<file path="config.mk">
export PLATFORM = sky130hd
export DESIGN_NAME = ir_pulse_code_receiver_top_flat
export DESIGN_NICKNAME = d
export VERILOG_FILES = /design/src/hw/rtl/irpc_pkg.sv /design/src/hw/rtl/irpc_ifs.sv /design/src/hw/rtl/irpc_bit_cell.sv /design/src/hw/rtl/irpc_button_match.sv /design/src/hw/rtl/ir_pulse_code_receiver_top.sv /design/src/flat_wrapper.sv
export SDC_FILE = /design/constraint.sdc
export NUM_CORES = 1
export LEC_CHECK = 0
export BUFFER_PORTS_ARGS = -buffer_cell sky130_fd_sc_hd__clkbuf_2
export CORE_MARGIN = 4
export CORE_UTILIZATION = 57
export DETAILED_ROUTE_END_ITERATION = 7
export GPL_ROUTABILITY_DRIVEN = 0
export GPL_TIMING_DRIVEN = 0
export PLACE_DENSITY = 0.8
export SETUP_SLACK_MARGIN = 0.3
export SYNTH_ARGS = -nofsm -noshare
export SYNTH_HDL_FRONTEND = slang
export SYNTH_HIERARCHICAL = 1
export SYNTH_SLANG_ARGS = --single-unit
</file>
<file path="constraint.sdc">
create_clock -name clk -period 3.2 [get_ports clk]
set_clock_uncertainty 0.05 [all_clocks]
set_input_delay 0 -clock clk [delete_from_list [all_inputs] [get_ports clk]]
set_output_delay 0 -clock clk [all_outputs]
set_load 0.01 [all_outputs]
</file>
<file path="src/hw/rtl/irpc_pkg.sv">
`default_nettype none

package irpc_pkg;

    // Widths fixed by the item and register formats
    localparam int unsigned INTERVAL_W = 16;
    localparam int unsigned CODE_W     = 16;
    localparam int unsigned BUTTON_W   = 4;
    localparam int unsigned CFG_DATA_W = 16;

    // Preamble window length and default code length
    localparam int unsigned SYNC_LEN          = 16;
    localparam int unsigned CODE_BITS_DEFAULT = 16;

    // Register reset values
    localparam logic [CFG_DATA_W-1:0] BIT_THRESHOLD_RST = 16'd40000;
    localparam logic [CFG_DATA_W-1:0] SYNC_PATTERN_RST  = 16'd765;

    // Configuration register indexes
    typedef enum logic [0:0] {
        CFG_BIT_THRESHOLD = 1'b0,
        CFG_SYNC_PATTERN  = 1'b1
    } cfg_index_t;

    // Button codes
    localparam int unsigned NUM_BUTTONS = 12;
    localparam logic [BUTTON_W-1:0] BTN_UNKNOWN = 4'd12;

    localparam logic [15:0] BUTTON_CODES [NUM_BUTTONS] = '{
        16'd255,   16'd32895, 16'd16575, 16'd49215,
        16'd8415,  16'd41055, 16'd24735, 16'd57375,
        16'd4335,  16'd36975, 16'd765,   16'd2295
    };

    // Per-cell control: shift in the neighbor's bit, or clear
    typedef struct packed {
        logic shift;
        logic clear;
    } cell_ctl_t;

endpackage

`default_nettype wire

</file>
<file path="src/hw/rtl/irpc_ifs.sv">
`default_nettype none

interface irpc_pulse_if;
    import irpc_pkg::*;

    logic                  valid;
    logic                  ready;
    logic [INTERVAL_W-1:0] pulse_interval;

    modport source (output valid, output pulse_interval, input ready);
    modport sink   (input valid, input pulse_interval, output ready);
endinterface

interface irpc_code_if;
    import irpc_pkg::*;

    logic                valid;
    logic                ready;
    logic [CODE_W-1:0]   code_word;
    logic [BUTTON_W-1:0] button;

    modport source (output valid, output code_word, output button, input ready);
    modport sink   (input valid, input code_word, input button, output ready);
endinterface

`default_nettype wire

</file>
<file path="src/hw/rtl/irpc_bit_cell.sv">
`default_nettype none

module irpc_bit_cell (
    input  wire logic                clk,
    input  wire logic                rst_n,
    input  wire irpc_pkg::cell_ctl_t ctl,
    input  wire logic                bit_in,
    output logic                     bit_out
);
    import irpc_pkg::*;

    logic bit_reg;
    logic bit_next;

    // Clear wins over shift
    always_comb
    begin
        priority if (ctl.clear)
        begin
            bit_next = 1'b0;
        end
        else if (ctl.shift)
        begin
            bit_next = bit_in;
        end
        else
        begin
            bit_next = bit_reg;
        end
    end

    always_ff @(posedge clk or negedge rst_n)
    begin
        if (!rst_n)
        begin
            bit_reg <= 1'b0;
        end
        else
        begin
            bit_reg <= bit_next;
        end
    end

    assign bit_out = bit_reg;

endmodule

`default_nettype wire

</file>
<file path="src/hw/rtl/irpc_button_match.sv">
`default_nettype none

module irpc_button_match #(
    parameter int unsigned CODE_BITS = irpc_pkg::CODE_BITS_DEFAULT
) (
    input  wire logic [CODE_BITS-1:0]          code,
    output logic      [irpc_pkg::BUTTON_W-1:0] button
);
    import irpc_pkg::*;

    localparam int unsigned EXT_W = CODE_BITS + 16;

    logic [EXT_W-1:0] code_ext;

    assign code_ext = {16'b0, code};

    // Compare against every button code; lowest index wins
    always_comb
    begin
        button = BTN_UNKNOWN;
        for (int k = NUM_BUTTONS - 1; k >= 0; k--)
        begin
            if (code_ext == EXT_W'(BUTTON_CODES[k]))
            begin
                button = BUTTON_W'(k);
            end
        end
    end

endmodule

`default_nettype wire

</file>
<file path="src/hw/rtl/ir_pulse_code_receiver_top.sv">
// Channel  Direction  Payload                       Transaction
// pulse    in         pulse_interval[15:0]          valid && ready
// code     out        code_word[15:0], button[3:0]  valid && ready
//
// One pulse transaction per cycle while pulse.ready is high; its bit enters the cell chains in that cycle.
// A code result is registered and shows on the code channel in the cycle after
// the transaction that carries the last data bit.
// pulse.ready drops only while a finished code waits and code.ready is low.
// Reset clears all cells, counters and flags at once; no clearing pass.
`default_nettype none

module ir_pulse_code_receiver_top #(
    parameter int unsigned CODE_BITS = irpc_pkg::CODE_BITS_DEFAULT
) (
    input  wire logic                              clk,
    input  wire logic                              rst_n,
    input  wire logic                              cfg_we,
    input  wire logic [0:0]                        cfg_index,
    input  wire logic [irpc_pkg::CFG_DATA_W-1:0]   cfg_wdata,
    irpc_pulse_if.sink                             pulse,
    irpc_code_if.source                            code
);
    import irpc_pkg::*;

    localparam int unsigned CNT_MAX = (CODE_BITS > SYNC_LEN) ? CODE_BITS : SYNC_LEN;
    localparam int unsigned CNT_W   = $clog2(CNT_MAX + 1);

    // Configuration registers
    logic [CFG_DATA_W-1:0] threshold_reg;
    logic [CFG_DATA_W-1:0] sync_reg;

    always_ff @(posedge clk or negedge rst_n)
    begin
        if (!rst_n)
        begin
            threshold_reg <= BIT_THRESHOLD_RST;
            sync_reg      <= SYNC_PATTERN_RST;
        end
        else if (cfg_we)
        begin
            if (cfg_index == CFG_BIT_THRESHOLD)
            begin
                threshold_reg <= cfg_wdata;
            end
            else
            begin
                sync_reg <= cfg_wdata;
            end
        end
    end

    // Handshake
    logic code_valid_reg;
    logic accept;
    logic rx_bit;

    assign pulse.ready = !code_valid_reg || code.ready;
    assign accept      = pulse.valid && pulse.ready;
    assign rx_bit      = !(pulse.pulse_interval > threshold_reg);

    // Control state
    logic             capturing_reg;
    logic             capturing_next;
    logic [CNT_W-1:0] count_reg;
    logic [CNT_W-1:0] count_next;
    logic [CNT_W-1:0] count_inc;
    logic             sync_hit;
    logic             code_done;

    // Cell chains; the newest bit of each window is taken from the incoming
    // bit, so the chains hold one bit less than the window
    logic [SYNC_LEN-2:0]  recent_q;
    logic [SYNC_LEN-1:0]  recent_new;
    logic [CODE_BITS-2:0] data_q;
    logic [CODE_BITS-1:0] data_new;
    cell_ctl_t            recent_ctl;
    cell_ctl_t            data_ctl;

    assign recent_new = {recent_q[SYNC_LEN-2:0], rx_bit};
    assign data_new   = {data_q[CODE_BITS-2:0], rx_bit};

    // Count seen bits while hunting (saturating), data bits while capturing
    always_comb
    begin
        if (!capturing_reg && count_reg >= CNT_W'(SYNC_LEN))
        begin
            count_inc = count_reg;
        end
        else
        begin
            count_inc = count_reg + CNT_W'(1);
        end
    end

    assign sync_hit  = accept && !capturing_reg && count_inc >= CNT_W'(SYNC_LEN)
                       && recent_new == sync_reg;
    assign code_done = accept && capturing_reg && count_inc == CNT_W'(CODE_BITS);

    // Next control state
    always_comb
    begin
        capturing_next = capturing_reg;
        count_next     = count_reg;
        priority if (code_done || sync_hit)
        begin
            capturing_next = sync_hit;
            count_next     = '0;
        end
        else if (accept)
        begin
            count_next = count_inc;
        end
        else
        begin
            count_next = count_reg;
        end
    end

    always_ff @(posedge clk or negedge rst_n)
    begin
        if (!rst_n)
        begin
            capturing_reg <= 1'b0;
            count_reg     <= '0;
        end
        else
        begin
            capturing_reg <= capturing_next;
            count_reg     <= count_next;
        end
    end

    // Drive the cell chains
    always_comb
    begin
        recent_ctl.shift = accept && !capturing_reg;
        recent_ctl.clear = code_done;
        data_ctl.shift   = accept && capturing_reg;
        data_ctl.clear   = code_done || sync_hit;
    end

    generate
        for (genvar i = 0; i < SYNC_LEN - 1; i++)
        begin : g_recent
            irpc_bit_cell u_cell (
                .clk     (clk),
                .rst_n   (rst_n),
                .ctl     (recent_ctl),
                .bit_in  ((i == 0) ? rx_bit : recent_q[(i == 0) ? 0 : i - 1]),
                .bit_out (recent_q[i])
            );
        end

        for (genvar j = 0; j < CODE_BITS - 1; j++)
        begin : g_data
            irpc_bit_cell u_cell (
                .clk     (clk),
                .rst_n   (rst_n),
                .ctl     (data_ctl),
                .bit_in  ((j == 0) ? rx_bit : data_q[(j == 0) ? 0 : j - 1]),
                .bit_out (data_q[j])
            );
        end
    endgenerate

    // Button lookup on the completed code
    logic [BUTTON_W-1:0] button_match;

    irpc_button_match #(
        .CODE_BITS (CODE_BITS)
    ) u_button_match (
        .code   (data_new),
        .button (button_match)
    );

    // Output register
    logic [CODE_W-1:0]   code_word_reg;
    logic [BUTTON_W-1:0] button_reg;

    always_ff @(posedge clk or negedge rst_n)
    begin
        if (!rst_n)
        begin
            code_valid_reg <= 1'b0;
        end
        else if (code_done)
        begin
            code_valid_reg <= 1'b1;
        end
        else if (code.ready)
        begin
            code_valid_reg <= 1'b0;
        end
    end

    // Keep the low code bits, zero-filled for short codes
    always_ff @(posedge clk)
    begin
        if (code_done)
        begin
            code_word_reg <= CODE_W'(data_new);
            button_reg    <= button_match;
        end
    end

    assign code.valid     = code_valid_reg;
    assign code.code_word = code_word_reg;
    assign code.button    = button_reg;

endmodule

`default_nettype wire

</file>
<file path="src/flat_wrapper.sv">
// flat-port wrapper written by rule: the top's interface ports become plain ports
module ir_pulse_code_receiver_top_flat import irpc_pkg::*;
#(
    parameter int unsigned CODE_BITS = irpc_pkg::CODE_BITS_DEFAULT
)
  (clk, rst_n, cfg_we, cfg_index, cfg_wdata, pulse_valid, pulse_pulse_interval, pulse_ready, code_valid, code_code_word, code_button, code_ready);
  irpc_pulse_if pulse_i ();
  irpc_code_if code_i ();
  input  wire logic clk;
  input  wire logic rst_n;
  input  wire logic cfg_we;
  input  wire logic [0:0] cfg_index;
  input  wire logic [irpc_pkg::CFG_DATA_W-1:0] cfg_wdata;
  input wire logic [$bits(pulse_i.valid)-1:0] pulse_valid;
  input wire logic [$bits(pulse_i.pulse_interval)-1:0] pulse_pulse_interval;
  output wire logic [$bits(pulse_i.ready)-1:0] pulse_ready;
  output wire logic [$bits(code_i.valid)-1:0] code_valid;
  output wire logic [$bits(code_i.code_word)-1:0] code_code_word;
  output wire logic [$bits(code_i.button)-1:0] code_button;
  input wire logic [$bits(code_i.ready)-1:0] code_ready;
  assign pulse_i.valid = pulse_valid;
  assign pulse_i.pulse_interval = pulse_pulse_interval;
  assign pulse_ready = pulse_i.ready;
  assign code_valid = code_i.valid;
  assign code_code_word = code_i.code_word;
  assign code_button = code_i.button;
  assign code_i.ready = code_ready;
  ir_pulse_code_receiver_top #(.CODE_BITS(CODE_BITS)) u_core (.clk(clk), .rst_n(rst_n), .cfg_we(cfg_we), .cfg_index(cfg_index), .cfg_wdata(cfg_wdata), .pulse(pulse_i), .code(code_i));
endmodule
</file>
* Word-level counts from Yosys, hierarchy flattened
Cells that the tools add are included.
Word-level totals: bits in registers 89, bits in latches 0, RAM bits 0, bits in read-only memories 0, input port bits 38, output and inout bits 22, memories 0
Operators by class: $add $sub $neg 1, $mul 0, divide/modulo/power cells 0, $lt $le $gt $ge 3, eq/ne operators 14, shifts and indexed selects 0, multiplexer cells 76, bitwise operators 1, reductions and logical operators 21
Operators by type and width (number):
- $eq 16x16->1 const B | 5
- $mux 1 | 63
- $eq 16x15->1 const B | 2
- $eq 16x10->1 const B | 1
- $eq 16x12->1 const B | 1
- $eq 16x13->1 const B | 1
- $eq 16x14->1 const B | 1
- $eq 16x16->1 | 1
- $eq 16x8->1 const B | 1
- $gt 16x16->1 | 1
- $mux 3 | 5
- $mux 5 | 3
- $mux 4 | 3
- $ge 5x5->1 const B | 2
- $reduce_bool 2->1 | 4
- $reduce_or 8->1 | 1
- $logic_and 1x1->1 | 7
- $add 5x1->5 const B | 1
- $eq 5x5->1 const B | 1
- $mux 2 | 2
- $reduce_and 2->1 | 2
- $reduce_or 4->1 | 1
- $logic_not 1->1 | 3
- $logic_or 1x1->1 | 2
- other kinds (2) | 2

* Depth between registers and ports, before layout
depth after elaboration 14, mapped depth 11, gate-level depth less buffers 11

* Hierarchy
Netlist, hierarchy kept.
By module, submodules not included:
- ir_pulse_code_receiver_top | times used 1, cells an instance 228, area an instance 2785.2 sq um, seq. area each 1592.8 sq um
- irpc_bit_cell | times used 30, cells an instance 3, area an instance 38.8 sq um, seq. area each 25.0 sq um
- irpc_button_match | times used 1, cells an instance 30, area an instance 225.2 sq um, seq. area each 0.0 sq um

* Least setup slack after synthesis
No wires, ideal clock.
path kind reg2reg, start point register u_core.count_reg[0], end point register u_core.g_data[0].u_cell.bit_reg, library setup time 0.134 ns, arrival 2.482 ns, setup slack 0.534 ns, cell stages (with the launch flop) 8, clock period less this slack 2.666 ns, cell sequence dfrtp_1 > ha_1 > a31o_1 > o2111ai_1 > or3_1 > inv_1 > or3_1 > nor2_1
RTL lines:
- start, declared | line ir_pulse_code_receiver_top.sv:64 | logic [CNT_W-1:0] count_reg;
- start signal, assigned | line ir_pulse_code_receiver_top.sv:129 | count_reg <= count_next;
- end signal, assigned | line irpc_bit_cell.sv:40 | bit_reg <= bit_next;
- end, declared | line irpc_bit_cell.sv:12 | logic bit_reg;

* Worst setup path after layout
start point register u_core.threshold_reg[11], end point register u_core.button_reg[2], in the netlist u_core/code.button[2], data pin
Between the ends: longest elaborated chain between the ends 11
RTL lines:
- start, declared | line ir_pulse_code_receiver_top.sv:29 | logic [CFG_DATA_W-1:0] threshold_reg;
- start signal, assigned | line ir_pulse_code_receiver_top.sv:43 | threshold_reg <= cfg_wdata;
- $gt 16x16->1 (*) | line ir_pulse_code_receiver_top.sv:59 | assign rx_bit = !(pulse.pulse_interval > threshold_reg);
- $logic_not 1->1 (*) | line ir_pulse_code_receiver_top.sv:59
- net u_core.data_new[0] | line ir_pulse_code_receiver_top.sv:75 | logic [CODE_BITS-1:0] data_new;
- $eq 16x12->1 | line irpc_button_match.sv:23 | if (code_ext == EXT_W'(BUTTON_CODES[k]))
- $mux 3 | line irpc_button_match.sv:23
- $mux 4 (3 in series) | line irpc_button_match.sv:23
- $mux 3 (4 in series) | line irpc_button_match.sv:23
- end signal, assigned | line ir_pulse_code_receiver_top.sv:202 | button_reg <= button_match;
- end, declared | line ir_pulse_code_receiver_top.sv:178 | logic [BUTTON_W-1:0] button_reg;
Mark *: on every way through the listed nets, which the timed path passes. The rest lies on a longest branch. A chain may end at the register's enable or synchronous reset.

==> results.cfg <==
[outcome]
status = complete, no violations

[detailed_routing]
drt-total-wl_microns = 8430
dr.pass1.iters = 4
drt-initial-drc-count = 150
detail-route-antenna-nets = 0
wl_per_cell_microns = 15.6
vias = 2980
drc = 0
viasPerCell = 5.50

[logic_synthesis]
synth_area_leaders = dfrtp_1 34%, edfxtp_1 14%, dfstp_2 8.2%
synth_top_cell_area_share_pct = 33.6
avgSynthCellArea_sq_um = 12.0
yosysWarningCount = 6
yosysSeqAreaShare_pct = 56.1
synth_edf_count = 20
synthCells = 348
yosysTopAreaCell = dfrtp_1
syn-num-nets = 403
async_flop_share_pct = 77.5
syn_area_sq_um = 4170
synth_seq_cells = 89
ys_types = 45
synth_flop_cell = dfrtp_1

[sta]
finalCriticalPeriod_ns = 2.81
maxSlewViolCount = 0
hold_slack_ns = 0.0280
setup_slack_ns = 0.391
hold_viol_final = 0
worstMarginPinSlew_ns = 0.960
relSlewSlack_pct = 35.9
fmax_mhz = 356
setup_viol = 0
fin_crit_sh_pct = 87.8
rsz0062_at_grt = true

[power_and_ir_drop]
p_sw_mw = 0.875
worst_ir_drop_vdd_mv = 0.337
swShare_pct = 30.2
p_int_mw = 2.02
clock_power_share_pct = 27.6
comb_power_share_pct = 20.5
leakage_nw = 2.20
pwr-share-seq_pct = 51.9
powerDensity_nw_per_um2 = 573

[grt]
globalRouteMet3Util_pct = 3.86
grt-ovfl-total = 0
grtUsageTotal_pct = 21.0
grt_max_degree = 36
antenna_found_initial = 0
use_met1_pct = 28.6
grt_pass1_vias = 2940
grtUsageMet2_pct = 33.7
grt_busiest_layer = met2
grt_first_pass_wirelength_microns = 14200

[cts]
cts_sinks = 89
cts_buffers = 9
clock_latency_ns = 0.36
clk_pin_slew_ns = 0.10
clock_path_buffers = 2
cts-root-buf = clkbuf_8
cts_tree = done
cts.htree.levels = 3

[run]
drv_cap = 0

[layout]
syn_to_final_growth_pct = 21.2
drive_above_1_share_pct = 28.0
fin_cells = 542
final_common_cell = clkbuf_2
regArea_sq_um = 2340
fin_nets = 496
antenna_cells = 0
final_util_pct = 72.8
final_cell_mix = 58 x clkbuf_2, 56 x dfrtp_1, 33 x nor2_1
multi_input_comb_area_sq_um = 1750
num-fill-cells = 476

[critical_path]
cp.arrival_ns = 2.88
start_kind = register
cp_max_fo = 5
critPathKind = register to register
crit_start = u_core/threshold_reg[11]
path_cells = inv_1 > ha_1 > nand4_1 > inv_1 > a221oi_2 > o211ai_1 > nand2_2 > nor4bb_2 > a22oi_1 > nor2b_1 > a21oi_1
critPathRequiredTime_ns = 3.27
critical_path.max_stage_delay_ns = 0.53
r2r_start = u_core/threshold_reg[11]
cp_common_cell = inv_1
critPathSlowestCell = dfstp_2
critPathCaptureType = register

[floorplan]
fp-row-count = 30
start_util_pct = 60.1
core_sq_um = 6940
io_pins = 60
dieArea_sq_um = 8760
dieHeight_microns = 93.6
die_w_microns = 93.6

[placement]
numPlacedInstances = 504
hpwlAfterDp_microns = 5960
post-place-ws_ns = -0.119
numPortBuffers = 59

[worst_hold_path]
worstHoldPathType = primary input to register
hold_path_startpoint = pulse_valid
worst max-delay path: cells and delay by family (launching register included):
kind | cells | cell delay (ns)
AOI/OAI and AO/OA | 4 | 0.69
adders and majority gates | 1 | 0.30
buffers and inverters | 2 | 0.13
DFF | 1 | 0.53
and+or+nand+nor | 4 | 0.88
metal layers:
metal	routed length (microns)	part of all wire, %	vias to the layer above
li1	-	-	1416
met1	3780	45	1487
met2	4230	50	67
met3	301	3.6	10
met4	123	1.5	0
met5	0	0	-
synth_stat cells, types with 2 or more instances:
cell and instances:
nor2_1 34, o2111ai_1 2, nor4bb_1 2, nor2b_1 4, mux2i_1 31, nand2b_1 3, inv_1 21, ha_1 17
dfstp_2 13, xor2_1 10, nand2b_4 2, a21oi_1 8, and4bb_1 2, mux2_2 17, edfxtp_1 20, nor3_1 7
o211ai_1 2, clkbuf_1 4, nand4_1 4, or3_1 2, nor4_1 3, nand3_1 6, xnor2_1 12, nand2_1 31
o21ai_0 16, dfrtp_1 56
cells by family (layout without fill, tap and decap cells):
group | Yosys count | after routing | synth area share [%]
AOI/OAI and AO/OA | 38 | 38 | 5.79
xor gates and xnor gates | 22 | 22 | 4.62
adders and majority gates | 17 | 17 | 5.10
buffers and inverters | 26 | 124 | 2.52
DFF | 89 | 89 | 56.1
muxes | 48 | 48 | 12.0
and+or+nand+nor | 108 | 108 | 13.8
repair_timing:
item | 4_1_cts | 5_1_grt
hold endpoints to repair | 101 | 0
setup buffers | 0 | 2
hold buffers | 19 | 0
gates cloned | 1 | 0
endpoints found under the setup margin | 15 | 18
resized for setup | 2 | 3
per-stage QoR:
step           TNS, ns  cell area [sq um]  total power [mW]
6_report             0               5060              2.90
5_1_grt              0               5060              3.07
4_1_cts              0               5030              2.92
3_5_place_dp     -1.45               4610              2.09
3_3_place_gp         0               4590              2.05
2_1_floorplan        0               4170              1.91
power groups by stage:
stage,logic (mW),clock network (mW),registers (mW)
CTS,0.591,0.823,1.50
finish,0.595,0.800,1.50
floorplan,0.427,0,1.48
global placement,0.528,0,1.52
global route,0.669,0.873,1.53
detailed placement,0.564,0,1.53
area by class of cell:
type,count,area share [%]
multi-input combinational,233,34.6
timing repair buffer,81,10.3
tap,96,2.38
timing repair inverter,1,0.0990
buffer,5,0.520
inverter,21,1.63
clock buffer,9,2.45
clock inverter,7,1.68
sequential,89,46.3
worst paths after layout:
check / end / slack, ns / cells past startpoint
min: u_core/count_reg[3] / 0.03 / 4
max in group asynchronous: u_core/sync_reg[2] / 2.38 / 3
max: u_core/code.button[2] / 0.39 / 11
min in group asynchronous: u_core/g_recent[8].u_cell/bit_out / 0.11 / 2
max reg2reg: u_core/code.button[2] / 0.39 / 11
min reg2reg: u_core/threshold_reg[11] / 0.47 / 2
No activity file was read; power rests on OpenSTA's default activity.
